$ cat config.mk
export PLATFORM = sky130hd
export DESIGN_NAME = tip_over_recovery_guard
export DESIGN_NICKNAME = d
export VERILOG_FILES = /design/src/design/torg_pkg.sv /design/src/design/torg_floor.sv /design/src/design/tip_over_recovery_guard.sv
export SDC_FILE = /design/constraint.sdc
export NUM_CORES = 2
export LEC_CHECK = 0
export BUFFER_PORTS_ARGS = -buffer_cell sky130_fd_sc_hd__buf_4
export CELL_PAD_IN_SITES_DETAIL_PLACEMENT = 1
export CELL_PAD_IN_SITES_GLOBAL_PLACEMENT = 1
export CORE_ASPECT_RATIO = 0.6
export CORE_MARGIN = 2
export CORE_UTILIZATION = 49
export CTS_CLUSTER_DIAMETER = 50
export CTS_CLUSTER_SIZE = 20
export DETAILED_ROUTE_END_ITERATION = 8
export HOLD_SLACK_MARGIN = 0.12
export PLACE_DENSITY = 0.86
export SLEW_MARGIN = 10
export SYNTH_ARGS = -nofsm -noshare
export SYNTH_HDL_FRONTEND = slang
export SYNTH_SLANG_ARGS = --single-unit
$ cat constraint.sdc
create_clock -name aclk -period 12.4 [get_ports aclk]
set_clock_uncertainty 0.05 [all_clocks]
set_input_delay 3.1 -clock aclk [delete_from_list [all_inputs] [get_ports aclk]]
set_output_delay 3.1 -clock aclk [all_outputs]
set_load 0.05 [all_outputs]
$ cat src/design/torg_pkg.sv
// Shared constants, register indexes and types for the tip-over recovery guard.
`default_nettype none

package torg_pkg;

    // Stream widths: tdata packed from bit 0, padded to whole bytes
    localparam int S_PAYLOAD_W = 109;
    localparam int S_TDATA_W   = 112;
    localparam int M_PAYLOAD_W = 21;
    localparam int M_TDATA_W   = 24;

    // Configuration port
    localparam int CFG_IDX_W  = 3;
    localparam int CFG_DATA_W = 11;

    localparam logic [CFG_IDX_W-1:0] CFG_BANK_TRIP      = 3'd0;
    localparam logic [CFG_IDX_W-1:0] CFG_SINK_TRIP      = 3'd1;
    localparam logic [CFG_IDX_W-1:0] CFG_RECOVERY_PITCH = 3'd2;
    localparam logic [CFG_IDX_W-1:0] CFG_THROTTLE_BOOST = 3'd3;
    localparam logic [CFG_IDX_W-1:0] CFG_MIN_HEIGHT     = 3'd4;
    localparam logic [CFG_IDX_W-1:0] CFG_CRUISE_THR     = 3'd5;
    localparam logic [CFG_IDX_W-1:0] CFG_MAX_THR        = 3'd6;
    localparam logic [CFG_IDX_W-1:0] CFG_STICK_DEADBAND = 3'd7;

    // Register reset values
    localparam logic [7:0]        RST_BANK_TRIP      = 8'd60;
    localparam logic [10:0]       RST_SINK_TRIP      = 11'd100;
    localparam logic signed [7:0] RST_RECOVERY_PITCH = 8'sd0;
    localparam logic [6:0]        RST_THROTTLE_BOOST = 7'd30;
    localparam logic [7:0]        RST_MIN_HEIGHT     = 8'd10;
    localparam logic [10:0]       RST_CRUISE_THR     = 11'd1400;
    localparam logic [10:0]       RST_MAX_THR        = 11'd2000;
    localparam logic [6:0]        RST_STICK_DEADBAND = 7'd5;

    // Timing windows in milliseconds
    localparam int TRIP_MS       = 300;
    localparam int MIN_HOLD_MS   = 5000;
    localparam int BURST_MS      = 2000;
    localparam int LEVEL_HOLD_MS = 1500;

    // Bank thresholds in tenths of a degree
    localparam logic [11:0] RELEASE_BANK_DECIDEG = 12'd200;
    localparam logic [11:0] PITCH_BANK_DECIDEG   = 12'd300;
    localparam logic [11:0] DEG_TO_DECIDEG       = 12'd10;
    localparam logic [14:0] M_TO_CM              = 15'd100;

    // Throttle floor arithmetic
    localparam logic signed [11:0] THROTTLE_BASE_US = 12'sd1000;
    localparam logic signed [13:0] FLOOR_MAX_US     = 14'sd4095;
    // x / 100 == (x * 167773) >> 24, exact for x below 199728
    localparam logic [17:0]        DIV100_RECIP     = 18'd167773;
    localparam int                 DIV100_SHIFT     = 24;

    // Control bundle into the throttle floor unit
    typedef struct packed {
        logic active;
        logic height_ok;
        logic in_burst;
    } floor_ctrl_t;

endpackage

`default_nettype wire

$ cat src/design/torg_floor.sv
// Throttle floor unit: burst level or boosted baseline, clamped, with height gate.
`default_nettype none

module torg_floor
    import torg_pkg::*;
(
    input  floor_ctrl_t ctrl,
    input  logic [10:0] baseline_us,
    input  logic [17:0] boost_mag,
    input  logic        boost_neg,
    input  logic [10:0] max_throttle_us,
    output logic [11:0] floor_us
);

    logic [35:0]        recip_prod;
    logic [11:0]        quot;
    logic signed [13:0] sum;
    logic [11:0]        clamped;

    // Magnitude divided by 100 through the reciprocal, truncation towards zero
    assign recip_prod = boost_mag * DIV100_RECIP;
    assign quot       = recip_prod[DIV100_SHIFT +: 12];

    // Baseline plus signed boost, clamped to the 12-bit range
    always_comb begin
        if (boost_neg) begin
            sum = $signed({3'b000, baseline_us}) - $signed({2'b00, quot});
        end else begin
            sum = $signed({3'b000, baseline_us}) + $signed({2'b00, quot});
        end
        if (sum < 14'sd0) begin
            clamped = 12'd0;
        end else if (sum > FLOOR_MAX_US) begin
            clamped = FLOOR_MAX_US[11:0];
        end else begin
            clamped = sum[11:0];
        end
    end

    // Output selection
    always_comb begin
        if (!(ctrl.active && ctrl.height_ok)) begin
            floor_us = 12'd0;
        end else if (ctrl.in_burst) begin
            floor_us = {1'b0, max_throttle_us};
        end else begin
            floor_us = clamped;
        end
    end

endmodule

`default_nettype wire

$ cat src/design/tip_over_recovery_guard.sv
// Top level of the tip-over recovery guard: input stage, state update, result register.
`default_nettype none

// Takes one flight-loop tick per transaction and returns one result per tick. A new
// transaction is accepted every clock cycle unless a stall on m_tready holds the output.
// Each tick passes through the input register, then one update pass into the result
// register. Stalls on m_tready hold the input stage without losing the next tick. The
// per-tick state update and the throttle floor are computed in that single pass; the
// boost product is registered beside the state so the divide by 100 starts from a
// register. Configuration registers take effect for ticks accepted after the write.
// time_ms is truncated to TIME_BITS bits and all windows wrap modulo 2^TIME_BITS.
module tip_over_recovery_guard
    import torg_pkg::*;
#(
    parameter int TIME_BITS = 32
) (
    input  logic                  aclk,
    input  logic                  aresetn,
    // Configuration write port
    input  logic                  cfg_wr_en,
    input  logic [CFG_IDX_W-1:0]  cfg_index,
    input  logic [CFG_DATA_W-1:0] cfg_wdata,
    // Tick input
    input  logic                  s_tvalid,
    output logic                  s_tready,
    // [0] guard_enabled, [1] throttle_idle, [13:2] roll_decideg, [27:14] climb_rate_cms,
    // [45:28] height_cm, [56:46] throttle_cmd_us, [66:57] stick_roll,
    // [76:67] stick_pitch, [108:77] time_ms, [111:109] zero
    input  logic [S_TDATA_W-1:0]  s_tdata,
    // Result output
    output logic                  m_tvalid,
    input  logic                  m_tready,
    // [0] recovery_active, [12:1] throttle_floor_us, [20:13] pitch_target_deg,
    // [23:21] zero
    output logic [M_TDATA_W-1:0]  m_tdata
);

    // Configuration registers
    logic [7:0]        bank_trip_reg;
    logic [10:0]       sink_trip_reg;
    logic signed [7:0] rec_pitch_reg;
    logic [6:0]        boost_pct_reg;
    logic [7:0]        min_height_reg;
    logic [10:0]       cruise_thr_reg;
    logic [10:0]       max_thr_reg;
    logic [6:0]        deadband_reg;

    always_ff @(posedge aclk) begin
        if (!aresetn) begin
            bank_trip_reg  <= RST_BANK_TRIP;
            sink_trip_reg  <= RST_SINK_TRIP;
            rec_pitch_reg  <= RST_RECOVERY_PITCH;
            boost_pct_reg  <= RST_THROTTLE_BOOST;
            min_height_reg <= RST_MIN_HEIGHT;
            cruise_thr_reg <= RST_CRUISE_THR;
            max_thr_reg    <= RST_MAX_THR;
            deadband_reg   <= RST_STICK_DEADBAND;
        end else if (cfg_wr_en) begin
            case (cfg_index)
                CFG_BANK_TRIP:      bank_trip_reg  <= cfg_wdata[7:0];
                CFG_SINK_TRIP:      sink_trip_reg  <= cfg_wdata;
                CFG_RECOVERY_PITCH: rec_pitch_reg  <= $signed(cfg_wdata[7:0]);
                CFG_THROTTLE_BOOST: boost_pct_reg  <= cfg_wdata[6:0];
                CFG_MIN_HEIGHT:     min_height_reg <= cfg_wdata[7:0];
                CFG_CRUISE_THR:     cruise_thr_reg <= cfg_wdata;
                CFG_MAX_THR:        max_thr_reg    <= cfg_wdata;
                CFG_STICK_DEADBAND: deadband_reg   <= cfg_wdata[6:0];
                default: begin
                end
            endcase
        end
    end

    // Input stage and handshake
    logic                   in_valid_reg;
    logic [S_PAYLOAD_W-1:0] in_data_reg;
    logic                   out_free;
    logic                   advance;

    assign out_free = !m_tvalid || m_tready;
    assign advance  = in_valid_reg && out_free;
    assign s_tready = !in_valid_reg || advance;

    always_ff @(posedge aclk) begin
        if (!aresetn) begin
            in_valid_reg <= 1'b0;
        end else if (s_tready) begin
            in_valid_reg <= s_tvalid;
        end
    end

    always_ff @(posedge aclk) begin
        if (s_tready && s_tvalid) begin
            in_data_reg <= s_tdata[S_PAYLOAD_W-1:0];
        end
    end

    // Field unpacking
    logic                 guard_enabled;
    logic                 throttle_idle;
    logic signed [11:0]   roll_decideg;
    logic signed [13:0]   climb_rate_cms;
    logic signed [17:0]   height_cm;
    logic [10:0]          throttle_cmd_us;
    logic signed [9:0]    stick_roll;
    logic signed [9:0]    stick_pitch;
    logic [31:0]          time_ms;
    logic [63:0]          time_ext;
    logic [TIME_BITS-1:0] now;

    assign guard_enabled   = in_data_reg[0];
    assign throttle_idle   = in_data_reg[1];
    assign roll_decideg    = $signed(in_data_reg[13:2]);
    assign climb_rate_cms  = $signed(in_data_reg[27:14]);
    assign height_cm       = $signed(in_data_reg[45:28]);
    assign throttle_cmd_us = in_data_reg[56:46];
    assign stick_roll      = $signed(in_data_reg[66:57]);
    assign stick_pitch     = $signed(in_data_reg[76:67]);
    assign time_ms         = in_data_reg[108:77];
    assign time_ext        = {32'd0, time_ms};
    assign now             = time_ext[TIME_BITS-1:0];

    // Guard state
    logic                 in_rec_reg,       in_rec_next;
    logic                 trip_timing_reg,  trip_timing_next;
    logic [TIME_BITS-1:0] trip_start_reg,   trip_start_next;
    logic [TIME_BITS-1:0] rec_start_reg,    rec_start_next;
    logic                 level_timing_reg, level_timing_next;
    logic [TIME_BITS-1:0] level_start_reg,  level_start_next;
    logic                 centred_reg,      centred_next;
    logic [10:0]          baseline_reg,     baseline_next;

    // Comparisons on this tick's attitude, rates and sticks
    logic [11:0]          bank;
    logic [11:0]          trip_limit;
    logic signed [14:0]   sink_limit;
    logic                 tripping;
    logic [9:0]           sroll_abs;
    logic [9:0]           spitch_abs;
    logic                 deflected;
    logic [14:0]          min_height_cm;
    logic                 height_ok;
    logic [TIME_BITS-1:0] el_trip;
    logic [TIME_BITS-1:0] el_rec;
    logic [TIME_BITS-1:0] el_level;
    logic [TIME_BITS-1:0] el_burst;

    assign bank          = roll_decideg[11] ? (~roll_decideg + 12'd1) : roll_decideg;
    assign trip_limit    = 12'(bank_trip_reg) * DEG_TO_DECIDEG;
    assign sink_limit    = -$signed({4'b0000, sink_trip_reg});
    assign tripping      = (bank > trip_limit)
                        && ($signed({climb_rate_cms[13], climb_rate_cms}) < sink_limit);
    assign sroll_abs     = stick_roll[9]  ? (~stick_roll  + 10'd1) : stick_roll;
    assign spitch_abs    = stick_pitch[9] ? (~stick_pitch + 10'd1) : stick_pitch;
    assign deflected     = (sroll_abs > {3'b000, deadband_reg})
                        || (spitch_abs > {3'b000, deadband_reg});
    assign min_height_cm = 15'(min_height_reg) * M_TO_CM;
    assign height_ok     = $signed({height_cm[17], height_cm})
                        >= $signed({4'b0000, min_height_cm});
    assign el_trip       = now - trip_start_reg;
    assign el_rec        = now - rec_start_reg;
    assign el_level      = now - level_start_reg;
    assign el_burst      = now - rec_start_next;

    // State update for one tick
    always_comb begin
        in_rec_next       = in_rec_reg;
        trip_timing_next  = trip_timing_reg;
        trip_start_next   = trip_start_reg;
        rec_start_next    = rec_start_reg;
        level_timing_next = level_timing_reg;
        level_start_next  = level_start_reg;
        centred_next      = centred_reg;
        baseline_next     = baseline_reg;
        if (!guard_enabled || throttle_idle) begin
            in_rec_next      = 1'b0;
            trip_timing_next = 1'b0;
        end else if (!in_rec_reg) begin
            // Watching for a tip-over
            if (tripping) begin
                if (!trip_timing_reg) begin
                    trip_timing_next = 1'b1;
                    trip_start_next  = now;
                end else if (el_trip > TIME_BITS'(TRIP_MS)) begin
                    in_rec_next       = 1'b1;
                    rec_start_next    = now;
                    level_timing_next = 1'b0;
                    centred_next      = 1'b0;
                    baseline_next     = (throttle_cmd_us > cruise_thr_reg) ?
                                        throttle_cmd_us : cruise_thr_reg;
                end
            end else begin
                trip_timing_next = 1'b0;
            end
        end else begin
            // Recovering: level-hold release
            if ((el_rec > TIME_BITS'(MIN_HOLD_MS)) && (bank < RELEASE_BANK_DECIDEG)) begin
                if (!level_timing_reg) begin
                    level_timing_next = 1'b1;
                    level_start_next  = now;
                end else if (el_level > TIME_BITS'(LEVEL_HOLD_MS)) begin
                    in_rec_next       = 1'b0;
                    trip_timing_next  = 1'b0;
                    level_timing_next = 1'b0;
                end
            end else begin
                level_timing_next = 1'b0;
            end
            // Pilot takeover once the sticks have been centred
            if (!centred_reg) begin
                centred_next = !deflected;
            end else if (deflected) begin
                in_rec_next      = 1'b0;
                trip_timing_next = 1'b0;
            end
        end
    end

    always_ff @(posedge aclk) begin
        if (!aresetn) begin
            in_rec_reg       <= 1'b0;
            trip_timing_reg  <= 1'b0;
            trip_start_reg   <= '0;
            rec_start_reg    <= '0;
            level_timing_reg <= 1'b0;
            level_start_reg  <= '0;
            centred_reg      <= 1'b0;
            baseline_reg     <= 11'd0;
        end else if (advance) begin
            in_rec_reg       <= in_rec_next;
            trip_timing_reg  <= trip_timing_next;
            trip_start_reg   <= trip_start_next;
            rec_start_reg    <= rec_start_next;
            level_timing_reg <= level_timing_next;
            level_start_reg  <= level_start_next;
            centred_reg      <= centred_next;
            baseline_reg     <= baseline_next;
        end
    end

    // Boost product (baseline - 1000) * percent, kept as sign and magnitude
    logic [10:0]        baseline_commit;
    logic signed [11:0] boost_diff;
    logic [10:0]        boost_diff_mag;
    logic [17:0]        boost_mag_reg;
    logic               boost_neg_reg;

    assign baseline_commit = advance ? baseline_next : baseline_reg;
    assign boost_diff      = $signed({1'b0, baseline_commit}) - THROTTLE_BASE_US;
    assign boost_diff_mag  = boost_diff[11] ? 11'(-boost_diff) : boost_diff[10:0];

    always_ff @(posedge aclk) begin
        boost_mag_reg <= 18'(boost_diff_mag) * 18'(boost_pct_reg);
        boost_neg_reg <= boost_diff[11];
    end

    // Throttle floor for this tick
    floor_ctrl_t floor_ctrl;
    logic [11:0] floor_us;

    // active, height_ok, in_burst from the top bit down
    assign floor_ctrl = {in_rec_next, height_ok, (el_burst < TIME_BITS'(BURST_MS))};

    torg_floor u_floor (
        .ctrl            (floor_ctrl),
        .baseline_us     (baseline_next),
        .boost_mag       (boost_mag_reg),
        .boost_neg       (boost_neg_reg),
        .max_throttle_us (max_thr_reg),
        .floor_us        (floor_us)
    );

    // Pitch target while bank is steep
    logic signed [7:0] pitch_target;

    assign pitch_target = (bank > PITCH_BANK_DECIDEG) ? rec_pitch_reg : 8'sd0;

    // Result register
    logic                   out_valid_reg;
    logic [M_PAYLOAD_W-1:0] out_data_reg;

    always_ff @(posedge aclk) begin
        if (!aresetn) begin
            out_valid_reg <= 1'b0;
        end else if (advance) begin
            out_valid_reg <= 1'b1;
        end else if (m_tready) begin
            out_valid_reg <= 1'b0;
        end
    end

    always_ff @(posedge aclk) begin
        if (advance) begin
            out_data_reg <= {pitch_target, floor_us, in_rec_next};
        end
    end

    assign m_tvalid = out_valid_reg;
    assign m_tdata  = {{(M_TDATA_W-M_PAYLOAD_W){1'b0}}, out_data_reg};

    // Assertions
    a_state_holds: assert property (@(posedge aclk) disable iff (!aresetn)
        !advance |=> $stable(in_rec_reg) && $stable(baseline_reg) && $stable(centred_reg))
        else $error("guard state changed without a transaction being processed");

    a_input_held: assert property (@(posedge aclk) disable iff (!aresetn)
        in_valid_reg && !advance |=> in_valid_reg && $stable(in_data_reg))
        else $error("stalled input stage lost or changed its transaction");

    a_trip_resets_release: assert property (@(posedge aclk) disable iff (!aresetn)
        advance && !in_rec_reg && in_rec_next |=> in_rec_reg && !level_timing_reg
        && !centred_reg && (baseline_reg >= cruise_thr_reg))
        else $error("trip did not start a clean recovery");

    a_floor_needs_recovery: assert property (@(posedge aclk) disable iff (!aresetn)
        out_valid_reg && (out_data_reg[12:1] != 12'd0) |-> out_data_reg[0])
        else $error("throttle floor claimed outside recovery");

endmodule

`default_nettype wire

==> impl_metrics.yaml <==
yosys:
  synth_most_common_cell: "nand2_1"
  yosys-top-cells-count: "472 x nand2_1, 450 x inv_1, 448 x ha_1, 219 x a21oi_1, 203 x dfxtp_1"
  synthSimpleGateAreaFrac_pct: 16.2
  syn_area_mm2: 0.0325
  synth_area_per_cell_um2: 8.76
  ys_ff_latch: 333
  synthAdderAreaFrac_pct: 28.6
  syn_inst: 3709
  ys.flop_type: "dfxtp_1"
  synth_compound_area_share_pct: 17.9
  synth_top_cells_by_area: "ha_1 17%, dfxtp_1 13%, edfxtp_1 12%"
  ys_seq_area_share_pct: 24.5
  synth_edf_count: 130
  yosys.cell_types.count: 89
  synth_xor_area_share_pct: 3.59
  yosys_warnings: 0
  synth_top_family_by_area: "adder cells"
  yosys.area.top_type: "ha_1"
  synthMuxAreaShare_pct: 2.45
  async_flop_share_pct: 0
  synth_top_area_share_pct: 17.3
drt:
  avgRoutedWirePerCell_um: 22.0
  drc: 0
  post_drt_via_cell_ratio: 5.91
  finalWirelength_um: 104000
  first_iter_violations: 2354
  antenna_left: 0
  first_pass_iters: 6
  vias: 28000
cts:
  cts.clk_slew.worst_paths_ns: 0.07
  insertion_delay_ns: 0.60
  h-tree-depth: 2
  cts_hold_buf: 0
  cts.sinks: 333
  cts_setup_buffers: 0
  numCtsBuffers: 34
  cts_tree: "done"
  clockBufferDepth: 3
  post_cts_resized: 0
  cts-root-buf: "clkbuf_16"
timing:
  fin_crit_ns: 11.74
  slew_viol_final: 0
  setup_viol: 0
  min_period_over_period_pct: 94.7
  grt_setup_unrepaired: "false"
  tns_ns: 0
  worst_pin_slew_ns: 1.20
  slew_headroom_pct: 18.0
  fmax_mhz: 85.1
  hold_violations: 0
finish:
  multiInputGateArea_mm2: 0.0224
  area_growth_pct: 9.75
  layout-drive-gt1-share_pct: 7.38
  seqCellArea_mm2: 0.00797
  fin_nets: 4574
  n_antenna_cell: 0
  n_fill_cell: 7746
  largest_register_ffs: 109
hold_path:
  min_from: "centred_reg$_SDFFE_PN0P_"
  hold_path_class: "reg -> reg"
  hold_depth: 2
  worst_hold_path.endpoint: "centred_reg$_SDFFE_PN0P_"
global_route:
  antenna_found_initial: 1
  gr-total-overflow: 0
  grt_use_total_pct: 30.6
  grt_max_degree: 95
  grt_pass1_vias: 29300
  grt_pass1_wl_um: 165000
floorplanning:
  fp.dieH_um: 203
  coreArea_mm2: 0.0659
  start_util_pct: 49.3
  ioPinCount: 157
  die_area_mm2: 0.0684
  rows: 73
  die_w_um: 336
setup_path:
  slowest_delay_ns: 0.63
  worst_setup_path_end_kind: "register"
  r2r_cells: 42
  critPathLaunchType: "register"
  path_common_cell: "a21oi_1"
  critPathArrivalTime_ns: 12.18
  cp_num_cells: 42
  cp_top_family: "compound AO/OA/AOI/OAI gates"
  r2r_start: "in_data_reg[77]$_DFFE_PP_"
  r2r_slack_ns: 0.66
  required_ns: 12.84
  worst-path-buf-inv: 6
  crit_path_max_fanout: 20
  crit_path_top_delay_cell: "o41ai_1"
  critical_path_class: "reg -> reg"
  reg2reg_to: "boost_mag_reg[17]$_DFF_P_"
run:
  max_cap_viol_count: 0
placement:
  hpwl_um: 81900
  place_congestion: 0.947
  portBuffers: 150
outcome:
  status: "finished, final reports clean"
cell families (layout without fill, tap and decap cells):
| group | count (synthesis) | after routing |
|---|---|---|
| compound gates | 865 | 865 |
| fa+ha+maj | 632 | 632 |
| xor+xnor | 133 | 133 |
| simple gates | 1106 | 1106 |
| mux | 78 | 78 |
| flops | 333 | 333 |
| buf+inv | 561 | 687 |
| other cells | 1 | 3 |
through the flow:
stage	setup slack, ns	instance area, um^2	hold slack [ns]	instances	util, %
2_1_floorplan	1.63	32500	0.378	3711	-
3_3_place_gp	1.19	34500	0.398	4675	52.4
3_5_place_dp	0.816	34500	0.409	4675	52.4
4_1_cts	0.852	35600	0.419	4737	54.1
5_1_grt	0.0426	35600	0.436	4737	54.1
6_report	0.656	35600	0.416	4737	54.1
cell type report:
| cell class | count | share of cell area [%] |
|---|---|---|
| timing repair buffer | 175 | 3.69 |
| multi-input combinational | 2817 | 62.9 |
| clock buffer | 41 | 2.61 |
| sequential | 333 | 22.4 |
| clock inverter | 21 | 0.604 |
| inverter | 450 | 4.74 |
| tap | 900 | 3.16 |
placed cells by master (no fill, tap or decap), types with 13 or more instances in the layout:
cell,count
xor2_1,43
a21o_1,89
o22ai_1,14
nand3_1,56
and2_1,68
or3_1,22
edfxtp_1,130
a21boi_0,121
nor3_1,62
a21oi_1,218
and3_1,20
xnor2_1,90
mux2i_1,65
nand4_1,39
nand2_1,472
clkbuf_16,36
ha_1,448
nor2_1,163
mux2_2,13
o21bai_1,45
inv_1,450
nor2b_1,78
buf_4,175
a211oi_1,23
o21ai_0,123
o21a_1,26
nand2b_1,54
o31ai_1,13
fa_1,184
a31oi_1,22
o211ai_1,33
dfxtp_1,203
worst max-delay path by stage:
stage	startpoint	to	slack, ns
after global routing	in_data_reg[5]$_DFFE_PP_	boost_mag_reg[17]$_DFF_P_	0.04
after global placement	m_tready	boost_mag_reg[17]$_DFF_P_	1.19
after CTS	in_data_reg[77]$_DFFE_PP_	boost_mag_reg[17]$_DFF_P_	0.85
after floorplan	m_tready	boost_mag_reg[17]$_DFF_P_	1.63
after detailed placement	m_tready	boost_mag_reg[17]$_DFF_P_	0.82
final	in_data_reg[77]$_DFFE_PP_	boost_mag_reg[17]$_DFF_P_	0.66
worst reg2reg max path, delay by kind of cell, from the launching register on:
family	cells	cell delay, ns
buffers and inverters	6	0.68
AND/OR/NAND/NOR	6	1.71
adder cells (fa/ha/maj)	8	3.33
flip-flops	1	0.44
XOR/XNOR	2	0.74
AO/OA/AOI/OAI	20	4.71
metal layers:
metal  global-route usage, %  share of wire, %  up-vias
li1                        -                 -    13100
met4                    7.05               2.1        0
met2                    44.7                41      955
met5                       0                 0        -
met1                    45.2                48    13800
met3                    7.61               8.7      143
Power is left out: the tool's default activity adds up to more than one toggle a clock period on the data nets, which glitch-free logic cannot reach.
